### src/rtl/core/mrdq_pkg.sv
`default_nettype none

package mrdq_pkg;

  // default sizes
  localparam int DEPTH_DEF     = 64;
  localparam int MSG_WIDTH_DEF = 32;

  // fixed field widths
  localparam int ACTION_W = 2;
  localparam int STATUS_W = 2;
  localparam int MSG_IO_W = 32;
  localparam int FILL_W   = 7;
  localparam int CAP_IO_W = 7;
  localparam int CAP_RST  = 64;

  // configuration port
  localparam int PADDR_W = 3;
  localparam int PDATA_W = 32;
  localparam logic REG_CAPACITY = 1'b0;

  // action codes
  localparam logic [ACTION_W-1:0] ACT_SEND = 2'd0;
  localparam logic [ACTION_W-1:0] ACT_JAM  = 2'd1;
  localparam logic [ACTION_W-1:0] ACT_RECV = 2'd2;

  // status codes
  localparam logic [STATUS_W-1:0] ST_DONE  = 2'd0;
  localparam logic [STATUS_W-1:0] ST_FULL  = 2'd1;
  localparam logic [STATUS_W-1:0] ST_EMPTY = 2'd2;

endpackage

`default_nettype wire

### src/rtl/core/message_ring_deque_unit.sv
`default_nettype none

// Circular message queue with send-to-tail, jam-to-head and receive-from-head
// actions, one result per transaction. The result of an accepted input
// transaction passes through the pending result stage into the output
// register: the message memory is read or written at acceptance, and its
// registered read data is picked up when the result moves on. One pending
// result stage sits between the memory and the output register, so the
// block sustains one transaction per cycle while results are being taken,
// and still takes one more transaction while a result waits at the output.
// Writing the capacity register (byte address 0) flushes the queue, using only
// the low seven bits; a value of 0 acts as 1 and a value above DEPTH acts as
// DEPTH. Stored words are not cleared at reset, so there is no start-up sweep.
module message_ring_deque_unit #(
  parameter int DEPTH     = mrdq_pkg::DEPTH_DEF,
  parameter int MSG_WIDTH = mrdq_pkg::MSG_WIDTH_DEF
) (
  input  wire logic                              clk,
  input  wire logic                              rst,
  // configuration port
  input  wire logic                              psel,
  input  wire logic                              penable,
  input  wire logic                              pwrite,
  input  wire logic [mrdq_pkg::PADDR_W-1:0]      paddr,
  input  wire logic [mrdq_pkg::PDATA_W-1:0]      pwdata,
  output logic      [mrdq_pkg::PDATA_W-1:0]      prdata,
  output logic                                   pready,
  // input channel
  input  wire logic                              in_valid,
  output logic                                   in_ready,
  input  wire logic [mrdq_pkg::ACTION_W-1:0]     action,
  input  wire logic [mrdq_pkg::MSG_IO_W-1:0]     message,
  // output channel
  output logic                                   out_valid,
  input  wire logic                              out_ready,
  output logic      [mrdq_pkg::STATUS_W-1:0]     status,
  output logic      [mrdq_pkg::MSG_IO_W-1:0]     message_out,
  output logic      [mrdq_pkg::FILL_W-1:0]       fill_level
);

  localparam int IDX_W  = $clog2(DEPTH);
  localparam int CNT_W  = $clog2(DEPTH + 1);
  localparam int EXT_W  = (CNT_W > mrdq_pkg::CAP_IO_W) ? CNT_W : mrdq_pkg::CAP_IO_W;
  localparam int MW_EXT = (MSG_WIDTH > mrdq_pkg::MSG_IO_W) ? MSG_WIDTH : mrdq_pkg::MSG_IO_W;
  localparam int CAP_R  = (mrdq_pkg::CAP_RST > DEPTH) ? DEPTH : mrdq_pkg::CAP_RST;

  // queue state
  logic [CNT_W-1:0] capacity;
  logic [CNT_W-1:0] count;
  logic [CNT_W-1:0] count_next;
  logic [IDX_W-1:0] head;
  logic [IDX_W-1:0] head_next;

  // pending result stage
  logic                          pend_valid;
  logic [mrdq_pkg::STATUS_W-1:0] pend_status;
  logic [CNT_W-1:0]              pend_fill;
  logic                          pend_rd;

  logic                 accept;
  logic                 move;
  logic                 cfg_wr;
  logic                 is_full;
  logic                 is_empty;
  logic                 ram_we;
  logic                 ram_re;
  logic [IDX_W-1:0]     slot;
  logic [CNT_W:0]       tail_sum;
  logic [CNT_W:0]       tail_wrap;
  logic [CNT_W-1:0]     head_inc;
  logic [MSG_WIDTH-1:0] ram_wdata;
  logic [MSG_WIDTH-1:0] ram_rdata;
  logic [mrdq_pkg::STATUS_W-1:0] st_now;
  logic [mrdq_pkg::CAP_IO_W-1:0] cap_in;
  logic [EXT_W-1:0]     cap_clamped;

  // configuration access
  assign pready = 1'b1;
  assign cfg_wr = psel && penable && pwrite && (paddr[2] == mrdq_pkg::REG_CAPACITY);
  assign cap_in = pwdata[mrdq_pkg::CAP_IO_W-1:0];

  always_comb begin
    if (cap_in == '0) begin
      cap_clamped = EXT_W'(1);
    end else if (EXT_W'(cap_in) > EXT_W'(DEPTH)) begin
      cap_clamped = EXT_W'(DEPTH);
    end else begin
      cap_clamped = EXT_W'(cap_in);
    end
  end

  always_comb begin
    prdata = '0;
    if (paddr[2] == mrdq_pkg::REG_CAPACITY) begin
      prdata = mrdq_pkg::PDATA_W'(capacity);
    end
  end

  // handshake
  assign move     = pend_valid && (!out_valid || out_ready);
  assign in_ready = !pend_valid || move;
  assign accept   = in_valid && in_ready;

  assign is_full  = (count >= capacity);
  assign is_empty = (count == '0);

  // tail slot and head steps, each wrapped at the capacity
  assign tail_sum  = (CNT_W + 1)'(head) + (CNT_W + 1)'(count);
  assign tail_wrap = (tail_sum >= (CNT_W + 1)'(capacity)) ?
                     tail_sum - (CNT_W + 1)'(capacity) : tail_sum;
  assign head_inc  = CNT_W'(head) + CNT_W'(1);

  // action decode
  always_comb begin
    slot       = head;
    head_next  = head;
    count_next = count;
    st_now     = mrdq_pkg::ST_DONE;
    ram_we     = 1'b0;
    ram_re     = 1'b0;
    case (action)
      mrdq_pkg::ACT_SEND: begin
        if (is_full) begin
          st_now = mrdq_pkg::ST_FULL;
        end else begin
          slot       = IDX_W'(tail_wrap);
          ram_we     = 1'b1;
          count_next = count + CNT_W'(1);
        end
      end
      mrdq_pkg::ACT_JAM: begin
        if (is_full) begin
          st_now = mrdq_pkg::ST_FULL;
        end else begin
          head_next  = (head == '0) ? IDX_W'(capacity - CNT_W'(1)) : head - IDX_W'(1);
          slot       = head_next;
          ram_we     = 1'b1;
          count_next = count + CNT_W'(1);
        end
      end
      mrdq_pkg::ACT_RECV: begin
        if (is_empty) begin
          st_now = mrdq_pkg::ST_EMPTY;
        end else begin
          ram_re     = 1'b1;
          head_next  = (head_inc >= capacity) ? '0 : IDX_W'(head_inc);
          count_next = count - CNT_W'(1);
        end
      end
      default: begin
      end
    endcase
  end

  assign ram_wdata = MSG_WIDTH'(MW_EXT'(message));

  mrdq_ram #(
    .WIDTH (MSG_WIDTH),
    .DEPTH (DEPTH)
  ) u_store (
    .clk   (clk),
    .we    (accept && ram_we),
    .waddr (slot),
    .wdata (ram_wdata),
    .re    (accept && ram_re),
    .raddr (head),
    .rdata (ram_rdata)
  );

  // capacity, head and count
  always_ff @(posedge clk) begin
    if (rst) begin
      capacity <= CNT_W'(CAP_R);
      head     <= '0;
      count    <= '0;
    end else if (cfg_wr) begin
      capacity <= CNT_W'(cap_clamped);
      head     <= '0;
      count    <= '0;
    end else if (accept) begin
      head  <= head_next;
      count <= count_next;
    end
  end

  // pending result stage
  always_ff @(posedge clk) begin
    if (rst) begin
      pend_valid <= 1'b0;
    end else if (accept) begin
      pend_valid <= 1'b1;
    end else if (move) begin
      pend_valid <= 1'b0;
    end
  end

  always_ff @(posedge clk) begin
    if (accept) begin
      pend_status <= st_now;
      pend_fill   <= count_next;
      pend_rd     <= ram_re;
    end
  end

  // output register, read data is stable while the stage is occupied
  always_ff @(posedge clk) begin
    if (rst) begin
      out_valid <= 1'b0;
    end else if (move) begin
      out_valid <= 1'b1;
    end else if (out_ready) begin
      out_valid <= 1'b0;
    end
  end

  always_ff @(posedge clk) begin
    if (move) begin
      status      <= pend_status;
      fill_level  <= mrdq_pkg::FILL_W'(EXT_W'(pend_fill));
      message_out <= pend_rd ? mrdq_pkg::MSG_IO_W'(MW_EXT'(ram_rdata)) : '0;
    end
  end

  // checks
  a_count_in_range: assert property (@(posedge clk) disable iff (rst)
    count <= capacity)
    else $error("queued count above capacity");

  a_head_in_range: assert property (@(posedge clk) disable iff (rst)
    CNT_W'(head) < capacity)
    else $error("head index outside capacity");

  a_accept_fills_stage: assert property (@(posedge clk) disable iff (rst)
    accept |=> pend_valid)
    else $error("accepted transaction lost before pending stage");

endmodule

`default_nettype wire

### src/rtl/core/mrdq_ram.sv
`default_nettype none

module mrdq_ram #(
  parameter int WIDTH = mrdq_pkg::MSG_WIDTH_DEF,
  parameter int DEPTH = mrdq_pkg::DEPTH_DEF
) (
  input  wire logic                     clk,
  input  wire logic                     we,
  input  wire logic [$clog2(DEPTH)-1:0] waddr,
  input  wire logic [WIDTH-1:0]         wdata,
  input  wire logic                     re,
  input  wire logic [$clog2(DEPTH)-1:0] raddr,
  output logic      [WIDTH-1:0]         rdata
);

  logic [WIDTH-1:0] mem [DEPTH];

  // single write port
  always_ff @(posedge clk) begin
    if (we) begin
      mem[waddr] <= wdata;
    end
  end

  // registered read, holds while re is low
  always_ff @(posedge clk) begin
    if (re) begin
      rdata <= mem[raddr];
    end
  end

endmodule

`default_nettype wire

### config.mk
export PLATFORM = sky130hd
export DESIGN_NAME = message_ring_deque_unit
export DESIGN_NICKNAME = d
export VERILOG_FILES = /design/src/rtl/core/mrdq_pkg.sv /design/src/rtl/core/message_ring_deque_unit.sv /design/src/rtl/core/mrdq_ram.sv
export SDC_FILE = /design/constraint.sdc
export NUM_CORES = 2
export LEC_CHECK = 0
export BUFFER_PORTS_ARGS = -buffer_cell sky130_fd_sc_hd__buf_4
export CORE_UTILIZATION = 67
export DETAILED_ROUTE_END_ITERATION = 8
export PLACE_DENSITY_LB_ADDON = 0.15
export SETUP_SLACK_MARGIN = 0.3
export SLEW_MARGIN = 0
export SYNTH_ARGS = -nofsm -noshare
export SYNTH_HDL_FRONTEND = slang
export SYNTH_HIERARCHICAL = 1
export SYNTH_SLANG_ARGS = --single-unit
### constraint.sdc
create_clock -name clk -period 9.3 [get_ports clk]
set_clock_uncertainty 0.05 [all_clocks]
set_input_delay 1.395 -clock clk [delete_from_list [all_inputs] [get_ports clk]]
set_output_delay 1.395 -clock clk [all_outputs]
set_load 0.01 [all_outputs]
* After elaboration in Yosys (flattened, before gate mapping)
Memories as Yosys holds them, arrays and structs flattened. A register that Yosys moved wholly into a read port is not among the register bits. Cells that the tools add are included.
Storage, ports and cells: bits in registers 73, latch bits 0, RAM bits 2048, memory bits (read-only) 0, bits of input ports 76, memories kept 1
Memory list:
- u_store.mem | words 64, bits a word 32, read ports 1, clocked after Yosys merged registers in 1, wr ports 1, RTL line mrdq_ram.sv:16 | logic [WIDTH-1:0] mem [DEPTH];
Operators by class: add/sub/neg operators 7, multipliers 0, div/mod/pow operators 0, order comparisons 4, eq/ne operators 3, shifts and indexed selects 0, muxes and demuxes 27, bitwise logic cells 1, reductions and logical operators 21
Operators with widths (count):
- $mux W6 | 6
- $mux W7 | 5
- $pmux W6 S2 | 2
- $ge A7 B7 Y1 | 2
- $logic_not A7 Y1 | 2
- $pmux W7 S2 | 1
- $sub A6 B1 Y6 const B | 2
- $mux W1 | 11
- $add A6 B7 Y8 | 1
- $ge A8 B7 Y1 | 1
- $add A6 B1 Y7 const B | 1
- $add A7 B1 Y7 const B | 1
- $gt A7 B7 Y1 const B | 1
- $logic_and A1 B1 Y1 | 7
- $sub A7 B1 Y7 const B | 1
- $logic_not A6 Y1 | 1
- $reduce_bool A2 Y1 | 3
- $sub A6 B6 Y6 | 1
- $pmux W2 S2 | 1
- $reduce_or A2 Y1 | 2
- $reduce_and A3 Y1 | 1
- $eq A2 B1 Y1 const B | 1
- $eq A2 B2 Y1 const B | 1
- $logic_not A1 Y1 | 2
- other kinds (5) | 6

* Longest topological paths before layout
word-level depth 8, depth in mapped cells 16, gate-level depth less buffers 15

* Cells and area by module
Netlist, hierarchy kept.
Modules (own cells, without submodules):
- mrdq_ram | instances 1, cells an instance 3324, area an instance 78835.6 µm², seq. area each 62459.9 µm²
- message_ring_deque_unit | instances 1, cells an instance 502, area an instance 4779.6 µm², seq. area each 1971.9 µm²

* Worst setup path after synthesis
Ideal clock, no wire load.
kind reg2reg, start register head[0], end memory u_store/mem[49][0] (netlist name) (enable), arrival 5.504 ns, data required time 8.789 ns, slack 3.285 ns, cell stages (with the launch flop) 15, path buffers 0, clock period less this slack 6.015 ns, cells stage by stage dfxtp_1 -> ha_1 -> fa_1 -> a21o_1 -> a21oi_1 -> o21bai_1 -> a21oi_1 -> xnor2_1 -> ha_1 -> o211ai_1 -> nand3_1 -> mux2_2 -> o21ai_0 -> nand4_1 -> nor3_1
On the way: cells in the longest elaborated chain, start to end 5, elaborated cells on any way between the ends 10, those cells by class add/sub: 3; order compare: 1; mux: 5; reduce/logical: 1
RTL lines:
- start, declared | RTL line message_ring_deque_unit.sv:51 | logic [IDX_W-1:0] head;
- start signal, assigned | RTL line message_ring_deque_unit.sv:181 | head <= head_next;
- $add A6 B7 Y8 | RTL line message_ring_deque_unit.sv:108 | assign tail_sum = (CNT_W + 1)'(head) + (CNT_W + 1)'(count);
- $ge A8 B7 Y1 or $sub A6 B6 Y6 (tied branches) | RTL line message_ring_deque_unit.sv:109, message_ring_deque_unit.sv:110
- $mux W6 | RTL line message_ring_deque_unit.sv:109 | assign tail_wrap = (tail_sum >= (CNT_W + 1)'(capacity)) ?
- $mux W6 | RTL line message_ring_deque_unit.sv:123 | if (is_full) begin
- $pmux W6 S2 * | RTL line message_ring_deque_unit.sv:121 | case (action)
- named net slot[0] | RTL line message_ring_deque_unit.sv:67 | logic [IDX_W-1:0] slot;
- end, declared | RTL line mrdq_ram.sv:16
The timed path passes the listed nets; every way through them passes the cells marked *.

* Final worst setup path
start register head[3], end memory u_store/mem[43][0] (netlist name) (enable)
On the way: cells in the longest elaborated chain, start to end 5, elaborated cells on any way between the ends 10, those cells by class add/sub: 3; order compare: 1; mux: 5; reduce/logical: 1
RTL lines (RTL line):
- $add A6 B7 Y8 | message_ring_deque_unit.sv:108
- $ge A8 B7 Y1 | message_ring_deque_unit.sv:109
- $mux W6 | message_ring_deque_unit.sv:109
- $mux W6 | message_ring_deque_unit.sv:123
- $pmux W6 S2 * | message_ring_deque_unit.sv:121
- named net slot[1] | message_ring_deque_unit.sv:67
Marked as above.

==> out/summary.json <==
{
  "final.min_clock_period": {"value": 6.46, "unit": "ns"},
  "ys_warn_count": {"value": 6},
  "internal_portion_of_total_power": {"value": 15.8, "unit": "mW"},
  "status": {"value": "finished with violations"},
  "cts_num_sinks": {"value": 2153},
  "grt_pass1_vias": {"value": 41800},
  "floorplan.initialDensity": {"value": 67.5, "unit": "%"},
  "met3_wirelength": {"value": 21300, "unit": "um"},
  "drt-vias-per-instance": {"value": 7.07},
  "root_buffer": {"value": "clkbuf_16"},
  "synth_top_area_cell": {"value": "edfxtp_1"},
  "met2_wirelength": {"value": 103000, "unit": "um"},
  "syn_to_final_growth": {"value": 11.3, "unit": "%"},
  "finalHoldWorstSlack": {"value": 0.371, "unit": "ns"},
  "cts.reportedPaths.clkPinSlew": {"value": 0.06, "unit": "ns"},
  "gr-total-overflow": {"value": 0},
  "final_cell_count_no_fill": {"value": 5833},
  "grt_setup_unrepaired": {"value": "no"},
  "worst_ir_drop_vdd": {"value": 278, "unit": "uV"},
  "synth_commonest_cells": {"value": "edfxtp_1 (2131), mux4_2 (544), nor2_1 (187), mux2i_1 (101), clkbuf_1 (90)"},
  "avgRoutedWirePerCell": {"value": 35.6, "unit": "um"},
  "fmax": {"value": 155, "unit": "MHz"},
  "maxUsedRoutingLayer": {"value": "met5"},
  "final.setup.tns": {"value": 0, "unit": "ns"},
  "power_leakage": {"value": 28.4, "unit": "nW"},
  "gp_congestion": {"value": 0.861},
  "post_cts.resized_instances": {"value": 0},
  "switching_share": {"value": 22.4, "unit": "%"},
  "final_count_of_pins_violating_max_slew": {"value": 0},
  "antenna_violations_before_repair": {"value": 9},
  "holdCritPathClass": {"value": "reg -> reg"},
  "cts_hold_repair.buffers": {"value": 0},
  "first_pass_iters": {"value": 9},
  "critPathKind": {"value": "reg -> reg"},
  "cts_max_level": {"value": 4},
  "area_enclosed_by_the_die_boundary": {"value": 126000, "unit": "sq um"},
  "violations": {"value": "DRC"},
  "chipWidth": {"value": 355, "unit": "um"},
  "grt_usage": {"value": 33.7, "unit": "%"},
  "antenna_violating_nets_post_route": {"value": 0},
  "timing.max_slew.rel_slack": {"value": 9.50, "unit": "%"},
  "drive_gt1_share": {"value": 26.3, "unit": "%"},
  "path_max_fanout": {"value": 41},
  "yosysTopAreaCellShare": {"value": 76.5, "unit": "%"},
  "grt_first_pass_wirelength": {"value": 295000, "unit": "um"},
  "grt_start_max_net_pins": {"value": 113},
  "async_flop_share": {"value": 0, "unit": "%"},
  "comb_power_share": {"value": 7.4, "unit": "%"},
  "nets": {"value": 4131},
  "finalSetupViolations": {"value": 0},
  "critical_path.startpoint_type": {"value": "register"},
  "seq_area_frac_synth": {"value": 77.1, "unit": "%"},
  "detail_route.iter0.violations": {"value": 5587},
  "mappedNetlistArea": {"value": 83600, "unit": "sq um"},
  "period_share": {"value": 69.5, "unit": "%"},
  "worst-slew-pin-transition": {"value": 1.35, "unit": "ns"},
  "post_synth_num_cell_types": {"value": 75},
  "hpwlAfterDp": {"value": 112000, "unit": "um"},
  "placed_cells": {"value": 5456},
  "seq_power_share": {"value": 53.1, "unit": "%"},
  "hold_viol_final": {"value": 0},
  "core_area": {"value": 124000, "unit": "sq um"},
  "port-buffer-count": {"value": 98},
  "synth_most_common_cell": {"value": "edfxtp_1"},
  "syn_avg_cell_area": {"value": 21.9, "unit": "sq um"},
  "clockBufferDepth": {"value": 3},
  "maxcap_violations": {"value": 0},
  "syn-instance-count": {"value": 3826},
  "worst_skew_pair.late_latency": {"value": 0.84, "unit": "ns"},
  "worstPathArrival": {"value": 6.84, "unit": "ns"},
  "synth-edff-count": {"value": 2131},
  "drcViolationCount": {"value": 64},
  "met1_wl": {"value": 72900, "unit": "um"},
  "tritoncts": {"value": "yes"},
  "rows": {"value": 129},
  "yosys_most_used_dff": {"value": "edfxtp_1"},
  "timing.critical_path.required": {"value": 9.68, "unit": "ns"},
  "clockPowerShare": {"value": 39.5, "unit": "%"},
  "synth_top_cells_by_area": {"value": "edfxtp_1 (77%), mux4_2 (15%), mux2i_1 (1.2%)"},
  "crit_path_end_kind": {"value": "register"},
  "chipHeight": {"value": 355, "unit": "um"},
  "power.density": {"value": 219, "unit": "nW/um^2"},
  "cts_setup_buffers": {"value": 0},
  "netSwitchingPower": {"value": 4.57, "unit": "mW"},
  "wirelength": {"value": 208000, "unit": "um"},
  "postSynthRegisterBits": {"value": 2153},
  "cts-buffers-inserted": {"value": 200},
  "detailroute.via_count": {"value": 41200},
  "io_pins": {"value": 152}
}
-- layout make-up --
class	count	area [sq um]
Inverter	18	67.6
Tap cell	1637	2050
Antenna cell	2	5.00
Timing Repair Buffer	200	1550
Multi-Input combinational cell	1448	18500
Clock buffer	259	5260
Fill cell	6342	30700
Sequential cell	2153	64400
Clock inverter	116	1190
-- power by group through the flow --
stage / Combinational [mW] / Sequential, mW / Clock, mW
after floorplan: 0.875 / 11.0 / 0
after global placement: 1.44 / 11.0 / 0
after detailed placement: 1.48 / 11.0 / 0
after CTS: 1.50 / 10.8 / 8.11
after global routing: 1.57 / 10.8 / 8.46
final: 1.51 / 10.8 / 8.03
-- kinds of logic (layout without fill, tap and decap cells) --
logic type / after synthesis / in the layout / share of synthesized area [%]
multiplexers: 647 / 647 / 15.9
adder cells (fa/ha/maj): 34 / 34 / 0.527
flip-flops: 2153 / 2153 / 77.1
other: 2 / 28 / 0.00898
AO/OA/AOI/OAI: 314 / 314 / 2.46
XOR/XNOR: 16 / 16 / 0.168
buffers and inverters: 249 / 593 / 1.50
AND/OR/NAND/NOR: 411 / 411 / 2.39
-- critical path: stages, from the launching register on --
cell	delay, ns
dfxtp_4	0.82
ha_1	0.28
o21ai_0	0.14
or4_1	0.42
nand3_1	0.13
ha_1	0.27
a21oi_1	0.19
nand2_1	0.07
o211ai_1	0.18
nand3_1	0.29
mux2_2	0.37
o221ai_1	0.21
buf_4	0.28
nor2b_1	0.23
nand3_1	0.72
nor2_4	1.34
-- routing by layer --
layer / vias up / track usage, %
li1: 16400 / -
met1: 21600 / 45.2
met2: 2794 / 54.5
met3: 437 / 6.59
met4: 2 / 15.6
met5: - / 0.0377
-- sequential cells by signal, summed over array words and instances (netlist names) --
name and cells:
pend_fill 7, pend_status 2, head 6, count 7, pend_valid 1, u_store/mem 2048, capacity 7, status 2
u_store/rdata 32, message_out 32, out_valid 1, pend_rd 1, fill_level 7
-- placed cells by master (no fill, tap or decap), types with 5 or more instances in the layout --
master and instances:
clkinvlp_4 6, o21ai_0 28, and2_1 35, edfxtp_1 2131, o22ai_1 87, nor3_1 18, clkbuf_16 200, conb_1 26
or3_1 5, nand3_1 15, nand2_1 58, xnor2_1 12, mux2i_1 101, a22oi_1 13, a21o_1 6, clkinv_16 6
clkinv_1 46, a311oi_1 10, clkbuf_1 56, o221ai_1 29, o211ai_1 5, a211oi_1 7, nor2_1 124, a31oi_1 10
clkinv_2 31, dfxtp_1 17, buf_4 196, inv_1 18, and3_1 10, nand3b_1 8, bufinv_16 17, nand2b_1 15
a21oi_1 85, inv_6 5, nand4_1 8, mux4_2 544, nor2_4 63, nor2b_1 24, ha_1 32
-- worst paths after layout --
path                     startpoint                      endpoint  slack, ns  cells after the start
min          pend_fill[6]$_DFFE_PP_       fill_level[6]$_DFFE_PP_       0.37                      0
max            head[3]$_SDFFE_PP0P_  u_store/mem[43][0]$_DFFE_PP_       2.84                     15
min reg2reg  pend_fill[6]$_DFFE_PP_       fill_level[6]$_DFFE_PP_       0.37                      0
max reg2reg    head[3]$_SDFFE_PP0P_  u_store/mem[43][0]$_DFFE_PP_       2.84                     15
-- per-stage QoR --
stage | cell area (sq um) | power, mW | utilization [%] | worst slack, ns
after floorplan | 83700 | 11.9 | - | 3.28
after global placement | 86600 | 12.4 | 70.0 | 3.03
after detailed placement | 86600 | 12.5 | 70.0 | 3.00
after CTS | 93100 | 20.4 | 75.2 | 2.94
after global routing | 93100 | 20.8 | 75.2 | 2.66
final | 93100 | 20.3 | 75.2 | 2.84
No activity file was read; power rests on OpenSTA's default activity.
